$ cat src/hdl/unsigned_to_radix_ascii_top_defines.svh
// Assertion macros for the radix ASCII converter datapath.
`ifndef UNSIGNED_TO_RADIX_ASCII_TOP_DEFINES_SVH
`define UNSIGNED_TO_RADIX_ASCII_TOP_DEFINES_SVH

`ifndef SYNTHESIS
// Same-cycle implication, sampled on clk_i, off during reset.
`define U2RA_ASSERT_IMP(lbl, ante, cons, msg) \
  lbl: assert property (@(posedge clk_i) disable iff (!rst_ni) (ante) |-> (cons)) \
    else $error(msg);
// Next-cycle implication, sampled on clk_i, off during reset.
`define U2RA_ASSERT_NXT(lbl, ante, cons, msg) \
  lbl: assert property (@(posedge clk_i) disable iff (!rst_ni) (ante) |=> (cons)) \
    else $error(msg);
`else
`define U2RA_ASSERT_IMP(lbl, ante, cons, msg)
`define U2RA_ASSERT_NXT(lbl, ante, cons, msg)
`endif

`endif

$ cat src/hdl/u2ra_pkg.sv
// Shared constants and controller/datapath interface types.
package u2ra_pkg;

  localparam int unsigned DIGIT_DEPTH = 64;
  localparam int unsigned VALUE_W     = 64;
  localparam int unsigned RADIX_W     = 6;
  localparam int unsigned CHAR_W      = 8;
  localparam int unsigned DIGIT_W     = 6;
  localparam int unsigned IN_W        = VALUE_W + RADIX_W;
  localparam int unsigned IN_TDATA_W  = ((IN_W + 7) / 8) * 8;

  typedef struct packed {
    logic load;      // take value and radix from the input transaction
    logic div_step;  // one chunk of the long division
    logic rd_issue;  // read next digit, most significant first
    logic out_char;  // load output register with a digit character
    logic out_err;   // load output register with the error result
  } u2ra_cmd_t;

  typedef struct packed {
    logic radix_bad;   // input radix outside 2..36
    logic div_done;    // last digit written this cycle
    logic count_zero;  // digit pointer reached the least significant digit
    logic out_free;    // output register can take a new result
  } u2ra_sts_t;

endpackage

$ cat src/hdl/unsigned_to_radix_ascii_top.sv
// Each digit takes a long division pass over the value at 8 quotient bits per cycle; the digits
// are then read back and characters leave at one per cycle while the output is not stalled.
// A new transaction is taken only once the last character is loaded into the output register.
// A result has up to 64 digits (base 2). A stalled output holds the emitter until it drains.
// A bad radix gives its single result via the error state once the output register is free.
// Reset (rst_ni, async, active low) clears sequencer, counters and output valid, not the store.
module unsigned_to_radix_ascii_top #(
  parameter int unsigned DigitDepth = u2ra_pkg::DIGIT_DEPTH
) (
  input  logic                              clk_i,
  input  logic                              rst_ni,
  input  logic                              s_axis_tvalid,
  output logic                              s_axis_tready,
  input  logic [u2ra_pkg::IN_TDATA_W-1:0]   s_axis_tdata,  // [63:0] value, [69:64] radix
  output logic                              m_axis_tvalid,
  input  logic                              m_axis_tready,
  output logic [u2ra_pkg::CHAR_W-1:0]       m_axis_tdata,  // [7:0] digit_char
  output logic                              m_axis_tlast,
  output logic                              m_axis_tuser   // [0] bad_radix
);

  u2ra_pkg::u2ra_cmd_t cmd;
  u2ra_pkg::u2ra_sts_t sts;

  u2ra_ctrl u_ctrl (
    .clk_i    (clk_i),
    .rst_ni   (rst_ni),
    .s_valid_i(s_axis_tvalid),
    .s_ready_o(s_axis_tready),
    .sts_i    (sts),
    .cmd_o    (cmd)
  );

  u2ra_dp #(
    .DigitDepth(DigitDepth)
  ) u_dp (
    .clk_i      (clk_i),
    .rst_ni     (rst_ni),
    .in_data_i  (s_axis_tdata[u2ra_pkg::IN_W-1:0]),
    .cmd_i      (cmd),
    .sts_o      (sts),
    .out_ready_i(m_axis_tready),
    .out_valid_o(m_axis_tvalid),
    .out_char_o (m_axis_tdata),
    .out_last_o (m_axis_tlast),
    .out_bad_o  (m_axis_tuser)
  );

endmodule

$ cat src/hdl/u2ra_ram.sv
// Generic single write port RAM with registered read.
module u2ra_ram #(
  parameter int unsigned Width = 8,
  parameter int unsigned Depth = 64
) (
  input  logic                     clk_i,
  input  logic                     we_i,
  input  logic [$clog2(Depth)-1:0] waddr_i,
  input  logic [Width-1:0]         wdata_i,
  input  logic                     re_i,
  input  logic [$clog2(Depth)-1:0] raddr_i,
  output logic [Width-1:0]         rdata_o
);

  logic [Width-1:0] mem_q [Depth];
  logic [Width-1:0] rdata_q;

  always_ff @(posedge clk_i) begin
    if (we_i) begin
      mem_q[waddr_i] <= wdata_i;
    end
    if (re_i) begin
      rdata_q <= mem_q[raddr_i];
    end
  end

  assign rdata_o = rdata_q;

endmodule

$ cat src/hdl/u2ra_ctrl.sv
// Conversion sequencer: divide, then read digits back and emit them; a bad radix emits an error result.
module u2ra_ctrl (
  input  logic                clk_i,
  input  logic                rst_ni,
  input  logic                s_valid_i,
  output logic                s_ready_o,
  input  u2ra_pkg::u2ra_sts_t sts_i,
  output u2ra_pkg::u2ra_cmd_t cmd_o
);

  typedef enum logic [4:0] {
    ST_IDLE = 5'b00001,
    ST_DIV  = 5'b00010,
    ST_RD   = 5'b00100,
    ST_EMIT = 5'b01000,
    ST_ERR  = 5'b10000
  } state_e;

  state_e state_q, state_d;

  always_comb begin
    state_d   = state_q;
    cmd_o     = '0;
    s_ready_o = 1'b0;
    case (state_q)
      ST_IDLE: begin
        s_ready_o = 1'b1;
        if (s_valid_i) begin
          if (sts_i.radix_bad) begin
            state_d = ST_ERR;
          end else begin
            cmd_o.load = 1'b1;
            state_d    = ST_DIV;
          end
        end
      end
      ST_DIV: begin
        cmd_o.div_step = 1'b1;
        if (sts_i.div_done) begin
          state_d = ST_RD;
        end
      end
      ST_RD: begin
        cmd_o.rd_issue = 1'b1;
        state_d        = ST_EMIT;
      end
      ST_EMIT: begin
        if (sts_i.out_free) begin
          cmd_o.out_char = 1'b1;
          if (sts_i.count_zero) begin
            state_d = ST_IDLE;
          end else begin
            cmd_o.rd_issue = 1'b1;
          end
        end
      end
      ST_ERR: begin
        if (sts_i.out_free) begin
          cmd_o.out_err = 1'b1;
          state_d       = ST_IDLE;
        end
      end
      default: begin
        state_d = ST_IDLE;
      end
    endcase
  end

  always_ff @(posedge clk_i or negedge rst_ni) begin
    if (!rst_ni) begin
      state_q <= ST_IDLE;
    end else begin
      state_q <= state_d;
    end
  end

endmodule

$ cat src/hdl/u2ra_dp.sv
// Datapath: chunked long division, digit store, output register.
`include "unsigned_to_radix_ascii_top_defines.svh"

module u2ra_dp #(
  parameter int unsigned DigitDepth = u2ra_pkg::DIGIT_DEPTH
) (
  input  logic                             clk_i,
  input  logic                             rst_ni,
  input  logic [u2ra_pkg::IN_W-1:0]        in_data_i,
  input  u2ra_pkg::u2ra_cmd_t              cmd_i,
  output u2ra_pkg::u2ra_sts_t              sts_o,
  input  logic                             out_ready_i,
  output logic                             out_valid_o,
  output logic [u2ra_pkg::CHAR_W-1:0]      out_char_o,
  output logic                             out_last_o,
  output logic                             out_bad_o
);

  localparam int unsigned ValueW  = u2ra_pkg::VALUE_W;
  localparam int unsigned RadixW  = u2ra_pkg::RADIX_W;
  localparam int unsigned DigitW  = u2ra_pkg::DIGIT_W;
  localparam int unsigned CharW   = u2ra_pkg::CHAR_W;
  localparam int unsigned DivBits = 8;
  localparam int unsigned Chunks  = ValueW / DivBits;
  localparam int unsigned ChunkW  = $clog2(Chunks);
  localparam int unsigned AddrW   = $clog2(DigitDepth);
  localparam int unsigned CntW    = AddrW + 1;

  localparam logic [RadixW-1:0] RadixMin  = RadixW'(2);
  localparam logic [RadixW-1:0] RadixMax  = RadixW'(36);
  localparam logic [DigitW-1:0] DecLimit  = DigitW'(10);
  localparam logic [CharW-1:0]  AsciiZero = CharW'(8'h30);
  localparam logic [CharW-1:0]  AsciiAlpha = CharW'(8'h41 - 10);

  function automatic logic [CharW-1:0] digit_to_ascii(input logic [DigitW-1:0] d);
    logic [CharW-1:0] base;
    base = (d < DecLimit) ? AsciiZero : AsciiAlpha;
    return base + CharW'(d);
  endfunction

  logic [ValueW-1:0] quot_q, quot_d;
  logic [DigitW-1:0] rem_q, rem_d;
  logic [RadixW-1:0] radix_q;
  logic [ChunkW-1:0] chunk_q;
  logic [CntW-1:0]   count_q;
  logic              digit_end;
  logic              digit_we;
  logic [DigitW-1:0] rd_digit;
  logic [AddrW-1:0]  raddr;

  logic              out_valid_q;
  logic [CharW-1:0]  out_char_q;
  logic              out_last_q;
  logic              out_bad_q;
  logic              out_free;
  logic              radix_bad;
  logic [RadixW-1:0] in_radix;

  assign in_radix = in_data_i[ValueW +: RadixW];

  always_comb begin
    radix_bad = !(in_radix inside {[RadixMin:RadixMax]});
  end

  // Long division of the top DivBits of the running quotient per cycle.
  always_comb begin : div_chunk
    logic [DigitW:0]    acc;
    logic [DigitW-1:0]  r;
    logic [DivBits-1:0] bits;
    logic [DivBits-1:0] qbits;
    r     = rem_q;
    bits  = quot_q[ValueW-1 -: DivBits];
    qbits = '0;
    for (int i = DivBits - 1; i >= 0; i--) begin
      acc = {r, bits[i]};
      if (acc >= {1'b0, radix_q}) begin
        acc      = acc - {1'b0, radix_q};
        qbits[i] = 1'b1;
      end
      r = acc[DigitW-1:0];
    end
    rem_d  = r;
    quot_d = {quot_q[ValueW-DivBits-1:0], qbits};
  end

  assign digit_end = (chunk_q == ChunkW'(Chunks - 1));
  assign digit_we  = cmd_i.div_step && digit_end;
  assign raddr     = AddrW'(count_q - CntW'(1));

  always_ff @(posedge clk_i) begin
    if (cmd_i.load) begin
      quot_q  <= in_data_i[ValueW-1:0];
      rem_q   <= '0;
      radix_q <= in_radix;
    end else if (cmd_i.div_step) begin
      quot_q <= quot_d;
      rem_q  <= digit_end ? '0 : rem_d;
    end
  end

  always_ff @(posedge clk_i or negedge rst_ni) begin
    if (!rst_ni) begin
      chunk_q <= '0;
      count_q <= '0;
    end else if (cmd_i.load) begin
      chunk_q <= '0;
      count_q <= '0;
    end else begin
      if (cmd_i.div_step) begin
        chunk_q <= chunk_q + ChunkW'(1);
      end
      if (digit_we) begin
        count_q <= count_q + CntW'(1);
      end else if (cmd_i.rd_issue) begin
        count_q <= count_q - CntW'(1);
      end
    end
  end

  u2ra_ram #(
    .Width(DigitW),
    .Depth(DigitDepth)
  ) u_digits (
    .clk_i  (clk_i),
    .we_i   (digit_we),
    .waddr_i(count_q[AddrW-1:0]),
    .wdata_i(rem_d),
    .re_i   (cmd_i.rd_issue),
    .raddr_i(raddr),
    .rdata_o(rd_digit)
  );

  // Output register
  assign out_free = !out_valid_q || out_ready_i;

  always_ff @(posedge clk_i or negedge rst_ni) begin
    if (!rst_ni) begin
      out_valid_q <= 1'b0;
    end else if (cmd_i.out_char || cmd_i.out_err) begin
      out_valid_q <= 1'b1;
    end else if (out_ready_i) begin
      out_valid_q <= 1'b0;
    end
  end

  always_ff @(posedge clk_i) begin
    if (cmd_i.out_char) begin
      out_char_q <= digit_to_ascii(rd_digit);
      out_last_q <= (count_q == '0);
      out_bad_q  <= 1'b0;
    end else if (cmd_i.out_err) begin
      out_char_q <= '0;
      out_last_q <= 1'b1;
      out_bad_q  <= 1'b1;
    end
  end

  assign out_valid_o = out_valid_q;
  assign out_char_o  = out_char_q;
  assign out_last_o  = out_last_q;
  assign out_bad_o   = out_bad_q;

  assign sts_o.radix_bad  = radix_bad;
  assign sts_o.div_done   = digit_we &&
                            ((quot_d == '0) || (count_q == CntW'(DigitDepth - 1)));
  assign sts_o.count_zero = (count_q == '0);
  assign sts_o.out_free   = out_free;

  `U2RA_ASSERT_IMP(a_out_load_free, cmd_i.out_char || cmd_i.out_err, out_free,
                   "output register loaded while a result is stalled")
  `U2RA_ASSERT_IMP(a_digit_in_range, digit_we, count_q < CntW'(DigitDepth),
                   "digit written beyond the store")
  `U2RA_ASSERT_IMP(a_read_nonempty, cmd_i.rd_issue, count_q != '0,
                   "digit read with no digit left")
  `U2RA_ASSERT_NXT(a_last_flag, cmd_i.out_char && (count_q == '0),
                   out_valid_q && out_last_q && !out_bad_q,
                   "final character not flagged last")

endmodule

$ cat config.mk
export PLATFORM = sky130hd
export DESIGN_NAME = unsigned_to_radix_ascii_top
export DESIGN_NICKNAME = d
export VERILOG_FILES = /design/src/hdl/u2ra_pkg.sv /design/src/hdl/unsigned_to_radix_ascii_top.sv /design/src/hdl/u2ra_ram.sv /design/src/hdl/u2ra_ctrl.sv /design/src/hdl/u2ra_dp.sv
export VERILOG_INCLUDE_DIRS = /design/src /design/src/hdl
export SDC_FILE = /design/constraint.sdc
export NUM_CORES = 1
export LEC_CHECK = 0
export BUFFER_PORTS_ARGS = -buffer_cell sky130_fd_sc_hd__buf_2
export CAP_MARGIN = 20
export CORE_ASPECT_RATIO = 0.6
export CORE_UTILIZATION = 30
export DETAILED_ROUTE_END_ITERATION = 16
export PLACE_DENSITY = 0.46
export SLEW_MARGIN = 25
export SYNTH_ARGS = -nofsm -noshare
export SYNTH_HDL_FRONTEND = slang
export SYNTH_SLANG_ARGS = --single-unit
$ cat constraint.sdc
create_clock -name clk_i -period 33.1 [get_ports clk_i]
set_input_delay 9.93 -clock clk_i [delete_from_list [all_inputs] [get_ports clk_i]]
set_output_delay 9.93 -clock clk_i [all_outputs]
set_load 0.05 [all_outputs]
* Yosys cells after proc, flatten, opt, wreduce, memory -nomap -nowiden
Memory sizes are Yosys's and may differ from the RTL's. A register that Yosys moved wholly into a read port is not among the register bits.
Index checks and enable logic that the tools add are counted.
** Storage, ports and cells
- Memories :: 1
- Bits of input ports :: 76
- Memory bits (writable) :: 384
- Output and inout bits :: 12
- Register bits :: 102
- Logic and storage cells :: 111
** Memories
- u_dp.u_digits.mem_q :: depth 64, width 6, read ports 1, clocked after memory_dff 1, wr ports 1, line u2ra_ram.sv:15 : logic [Width-1:0] mem_q [Depth];
** Operators by class
- Reduce and logical (&&, ||, !) cells :: 14
- Multiplexer cells :: 51
- Add/sub/neg operators :: 12
- Equal/unequal tests :: 12
- Magnitude comparators :: 11
** Operators by type and width (number)
- $mux W64 :: 2
- $logic_not A64 Y1 :: 1
- $ge A7 B6 Y1 :: 8
- $mux W6 :: 9
- $sub A6 B6 Y6 :: 8
- $mux W5 :: 6
- $pmux W5 S5 :: 1
- $mux W1 :: 23
- $mux W7 :: 3
- $mux W8 :: 2
- $mux W3 :: 3
- $add A8 B6 Y8 :: 1
- $add A7 B1 Y7 const B :: 1
- $eq A7 B6 Y1 const B :: 1
- $logic_not A7 Y1 :: 1
- $sub A7 B1 Y7 const B :: 1
- $ge A6 B2 Y1 const B :: 1
- $le A6 B6 Y1 const B :: 1
- $lt A6 B4 Y1 const B :: 1
- $ne A2 B2 Y1 const B :: 3
- $reduce_bool A2 Y1 :: 3
- $eq A5 B1 Y1 const B :: 1
- $eq A5 B2 Y1 const B :: 1
- $eq A5 B3 Y1 const B :: 1
- other kinds (12) :: 17

* Depth between registers and ports, before layout
- Depth in word-level cells :: 21
- Depth in mapped cells :: 87
- Gate-level depth less buffers :: 82

* Cells and area by module
Synthesis repeated with hierarchy kept, for this count alone.
** Second synthesis, totals
- Cells, all modules :: 1438
- Area, all modules :: 22821.9 µm²
** Modules (own cells, without submodules)
- u2ra_ram :: instances 1, sequential area each 11711.2 µm², area an instance 15285.9 µm², cells each 720
- u2ra_dp :: instances 1, sequential area each 2757.6 µm², area an instance 7221.9 µm², cells each 678
- u2ra_ctrl :: instances 1, sequential area each 126.4 µm², area an instance 314.1 µm², cells each 40

* Least setup slack after synthesis
Ideal clock, no wire load.
- Path type :: reg2reg
- From :: register u_dp.radix_q[1]
- To :: memory u_dp.u_digits.mem_q[0][0] (netlist name), data pin
- Data required time :: 32529 ps
- Setup time :: 571 ps
- Data arrival time :: 17609 ps
- Setup slack :: 14920 ps
- Buffers on the path :: 5
- Stages on the path, launching flop included :: 83
- Clock period less this slack :: 18180 ps
- Path through :: edfxtp_1 -> inv_1 -> ha_1 -> nor2_1 -> a21boi_1 -> o21ai_2 -> o21ai_0 -> inv_1 -> ha_1 -> nor2b_1 -> o31a_1 -> o311ai_2 -> o2111ai_1 -> buf_2 -> o21ai_0 -> inv_1 -> ha_1 -> nor2b_1 -> (+47 left out) -> a31o_2 -> a21o_1 -> a221o_1 -> mux2_4 -> mux2_2 -> inv_1 -> ha_1 -> nor2b_1 -> o21ai_0 -> nand2b_1 -> a21o_1 -> a21o_1 -> a31o_2 -> a21oi_1 -> o31ai_1 -> a221o_1 -> buf_6 -> mux2i_1
** Between the ends
- Cells in the longest elaborated chain, start to end :: 16
- Elaborated cells on any way between the ends :: 23
- Classes of those cells :: 7 x add/sub; 8 x order compare; 8 x mux
** RTL lines
- start: declaration :: line u2ra_dp.sv:43 : logic [RadixW-1:0] radix_q;
- start signal: assignment :: line u2ra_dp.sv:94 : radix_q <= in_radix;
- $sub A6 B6 Y6 / $ge A7 B6 Y1 (equally long branches) :: line u2ra_dp.sv:77, u2ra_dp.sv:76
- $mux W6 :: line u2ra_dp.sv:76 : if (acc >= {1'b0, radix_q}) begin
- $sub A6 B6 Y6 / $ge A7 B6 Y1 (equally long branches) :: line u2ra_dp.sv:77, u2ra_dp.sv:76
- $mux W6 :: line u2ra_dp.sv:76
- $sub A6 B6 Y6 / $ge A7 B6 Y1 (equally long branches) :: line u2ra_dp.sv:77, u2ra_dp.sv:76
- $mux W6 :: line u2ra_dp.sv:76
- $sub A6 B6 Y6 / $ge A7 B6 Y1 (equally long branches) :: line u2ra_dp.sv:77, u2ra_dp.sv:76
- $mux W6 :: line u2ra_dp.sv:76
- $sub A6 B6 Y6 / $ge A7 B6 Y1 (equally long branches) :: line u2ra_dp.sv:77, u2ra_dp.sv:76
- $mux W6 :: line u2ra_dp.sv:76
- $ge A7 B6 Y1 / $sub A6 B6 Y6 (equally long branches) :: line u2ra_dp.sv:76, u2ra_dp.sv:77
- $mux W6 :: line u2ra_dp.sv:76
- $sub A6 B6 Y6 / $ge A7 B6 Y1 (equally long branches) :: line u2ra_dp.sv:77, u2ra_dp.sv:76
- $mux W6 :: line u2ra_dp.sv:76
- $ge A7 B6 Y1 * :: line u2ra_dp.sv:76
- $mux W6 * :: line u2ra_dp.sv:76
- named net u_dp.div_chunk.acc[0] :: line u2ra_dp.sv:67 : logic [DigitW:0] acc;
- end: declaration :: line u2ra_ram.sv:15
The timed path passes the listed nets; every way through them passes the cells marked *.

* Worst setup path after layout
- From :: register u_dp.radix_q[1]
- To :: memory u_dp.u_digits.mem_q[47][5] (netlist name), data pin
** Between the ends
- Cells in the longest elaborated chain, start to end :: 16
- Elaborated cells on any way between the ends :: 24
- Classes of those cells :: 8 x add/sub; 8 x order compare; 8 x mux
** RTL lines (line)
- $sub A6 B6 Y6 / $ge A7 B6 Y1 (equally long branches) :: u2ra_dp.sv:77, u2ra_dp.sv:76
- $mux W6 :: u2ra_dp.sv:76
- $sub A6 B6 Y6 / $ge A7 B6 Y1 (equally long branches) :: u2ra_dp.sv:77, u2ra_dp.sv:76
- $mux W6 :: u2ra_dp.sv:76
- $sub A6 B6 Y6 / $ge A7 B6 Y1 (equally long branches) :: u2ra_dp.sv:77, u2ra_dp.sv:76
- $mux W6 :: u2ra_dp.sv:76
- $sub A6 B6 Y6 / $ge A7 B6 Y1 (equally long branches) :: u2ra_dp.sv:77, u2ra_dp.sv:76
- $mux W6 :: u2ra_dp.sv:76
- $sub A6 B6 Y6 / $ge A7 B6 Y1 (equally long branches) :: u2ra_dp.sv:77, u2ra_dp.sv:76
- $mux W6 :: u2ra_dp.sv:76
- $ge A7 B6 Y1 / $sub A6 B6 Y6 (equally long branches) :: u2ra_dp.sv:76, u2ra_dp.sv:77
- $mux W6 :: u2ra_dp.sv:76
- $sub A6 B6 Y6 / $ge A7 B6 Y1 (equally long branches) :: u2ra_dp.sv:77, u2ra_dp.sv:76
- $mux W6 :: u2ra_dp.sv:76
- $sub A6 B6 Y6 / $ge A7 B6 Y1 (equally long branches) :: u2ra_dp.sv:77, u2ra_dp.sv:76
- $mux W6 * :: u2ra_dp.sv:76
- named net u_dp.div_chunk.acc[5] :: u2ra_dp.sv:67
Marks and branches as above.

==> results.sh <==
export IMPL_outcome="completed"
export IMPL_nNetsFinal=1545
export IMPL_grtUsageMet2=0.1919
export IMPL_grt_setup_unrepaired="false"
export IMPL_max_stage_delay_ps=790
export IMPL_cts_tree="done"
export IMPL_drtIter0Drc=1237
export IMPL_cts_htree_levels=2
export IMPL_cp_required_ps=33360
export IMPL_ys_warnings_count=0
export IMPL_fin_setup_tns_ps=0
export IMPL_routed_via_count=12200
export IMPL_synth_seq_area_share=0.6540
export IMPL_grt_overflow_total=0
export IMPL_drv_cap=0
export IMPL_die_w_um=354.1
export IMPL_port_buffers=84
export IMPL_synth_distinct_cells=76
export IMPL_clock_skew_ps=30.58
export IMPL_avgRoutedWirePerCell_um=23.99
export IMPL_drc=0
export IMPL_use_met1=0.2644
export IMPL_ys_ff_latch=491
export IMPL_grt_pass1_wl_um=84120
export IMPL_grt_usage=0.1538
export IMPL_die_area_um2=75520
export IMPL_grt_pass1_vias=11940
export IMPL_synth_flop_cell="edfxtp_1"
export IMPL_rows=77
export IMPL_period_share=0.6310
export IMPL_fmax_mhz=47.88
export IMPL_cts_sink_count=491
export IMPL_multi_input_area_um2=7417
export IMPL_vias_per_cell=5.014
export IMPL_reg2reg_slack_ps=12210
export IMPL_clk_pin_slew_ps=70
export IMPL_drive_gt1_frac=0.2758
export IMPL_period_minus_slack_ps=20890
export IMPL_ctsHoldBuffers=0
export IMPL_crit_path_top_delay_cell="mux2_4"
export IMPL_final_antenna_net_count=0
export IMPL_syn_num_nets=1451
export IMPL_async_flop_share=0.03259
export IMPL_crit_type="reg -> reg"
export IMPL_hold_violations=0
export IMPL_numCtsBuffers=47
export IMPL_worst_setup_path_end_kind="register"
export IMPL_clk_path_buf_depth=3
export IMPL_path_max_fanout=65
export IMPL_dp_slack_ps=12490
export IMPL_place_gp_congestion=0.7958
export IMPL_coreArea_um2=73610
export IMPL_final_util=0.3457
export IMPL_grt_max_degree=66
export IMPL_busiest_layer="met1"
export IMPL_fill_cells=7099
export IMPL_initial_core_util=0.3032
export IMPL_drv_slew=0
export IMPL_ioPinCount=88
export IMPL_hpwl_um=39460
export IMPL_drtPass1Iterations=6
export IMPL_drt_wl_total_um=58360
export IMPL_relSlewSlack=0.3321
export IMPL_clockRootBuffer="clkbuf_16"
export IMPL_synth_edf_count=468
export IMPL_insertion_delay_ps=610
export IMPL_cp_arrival_ps=21150
export IMPL_crit_path_start_kind="register"
export IMPL_post_cts_setup_buffers=0
export IMPL_cts_resized=0
export IMPL_antenna_found_initial=2
export IMPL_syn_area_um2=22320
export IMPL_layout_common_cells="468 x edfxtp_1, 126 x mux4_2, 108 x nor2_1, 84 x buf_2, 76 x mux2_2"
export IMPL_met3_usage=0.02991
export IMPL_regArea_um2=14600
export IMPL_worst_path_most_repeated_cell="o21ai_0"
export IMPL_worstMarginPinSlew_ps=1001
export IMPL_finalWorstSetupSlack_ps=12210
export IMPL_synth_avg_cell_area_um2=17.04
export IMPL_holdCritPathClass="reg -> reg"
export IMPL_synthCells=1310
export IMPL_finalSetupViolations=0
export IMPL_final_common_cell="edfxtp_1"
export IMPL_area_delta_synth_final_pct=14.01
export IMPL_die_h_um=213.3
export IMPL_hold_slack_ps=462.6
-- Yosys cell counts, drive strengths merged, types with 8 or more instances --
master  number  share of area
xnor2       21         0.0082
nand2b      12         0.0034
nand3       15         0.0034
or3          8         0.0022
a21oi       27         0.0061
nand2       48         0.0083
ha          56          0.031
o21ai       38         0.0089
a21o        17         0.0057
nor4        15         0.0042
fa           9         0.0081
mux4       126           0.13
edfxtp     468           0.63
nor3         8         0.0018
xor2        17         0.0067
inv         43         0.0072
clkbuf      32         0.0054
mux2i       10         0.0045
dfrtp       15          0.017
buf         20         0.0043
nor2b       13         0.0036
nor2       108          0.018
mux2        83          0.043
-- cell families (layout without fill, tap and decap cells) --
| group | Yosys count | in the layout | synth area share |
|---|---|---|---|
| xor gates and xnor gates | 38 | 38 | 0.01491 |
| DFF | 491 | 491 | 0.6540 |
| adders and majority gates | 65 | 65 | 0.03947 |
| AOI/OAI and AO/OA | 144 | 144 | 0.04525 |
| buffers and inverters | 95 | 228 | 0.01693 |
| other | 1 | 4 | 0.0001680 |
| and+or+nand+nor | 257 | 257 | 0.05455 |
| muxes | 219 | 219 | 0.1747 |
-- worst max-delay path: cells and delay by family (launching register included) --
family,cells,cell delay (ps)
AOI/OAI and AO/OA,44,11530
adders and majority gates,8,2440
buffers and inverters,9,1280
DFF,1,780
muxes,6,2560
and+or+nand+nor,12,1850
-- flip-flops by register name, indices dropped and copies added, names as in the netlist --
name	count
u_dp.out_last_o	1
u_dp.rem_q	6
u_dp.u_digits.mem_q	384
u_dp.u_digits.rdata_o	6
u_ctrl.state_q	5
u_dp.count_q	7
u_dp.radix_q	6
u_dp.out_char_o	7
u_dp.chunk_q	3
u_dp.quot_q	64
u_dp.out_bad_o	1
u_dp.out_valid_o	1
-- path summary, 6_finish.rpt --
kind,start,cells after the start,to
max,u_dp.radix_q[1],79,u_dp.u_digits.mem_q[47][5]
min,u_dp.out_bad_o,2,u_dp.out_bad_o
max reg2reg,u_dp.radix_q[1],79,u_dp.u_digits.mem_q[47][5]
min reg2reg,u_dp.out_bad_o,2,u_dp.out_bad_o
max in group asynchronous,rst_ni,1,u_dp.count_q[0]
min in group asynchronous,rst_ni,1,u_dp.count_q[6]
-- per-stage QoR --
stage	instances	cell area, µm²
CTS	2430	25430
detailed placement	2342	23930
finish	2433	25440
floorplan	1310	22320
global placement	2342	23930
global route	2430	25440
-- area by class of cell --
| cell class | count | share of cell area |
|---|---|---|
| sequential | 491 | 0.5738 |
| multi-input combinational | 724 | 0.2915 |
| tap | 987 | 0.04854 |
| clock buffer | 55 | 0.04741 |
| timing repair buffer | 97 | 0.02036 |
| clock inverter | 33 | 0.01175 |
| inverter | 43 | 0.006344 |
| antenna | 3 | 0.0002951 |
-- per-layer routing --
layer	vias to the layer above	wire length, µm
li1	5428	-
met2	304	21940
met3	65	3899
met4	0	741
met5	-	0
met1	6401	31790
Power is left out: the tool's default activity adds up to more than one toggle a clock period on the data nets, which glitch-free logic cannot reach.
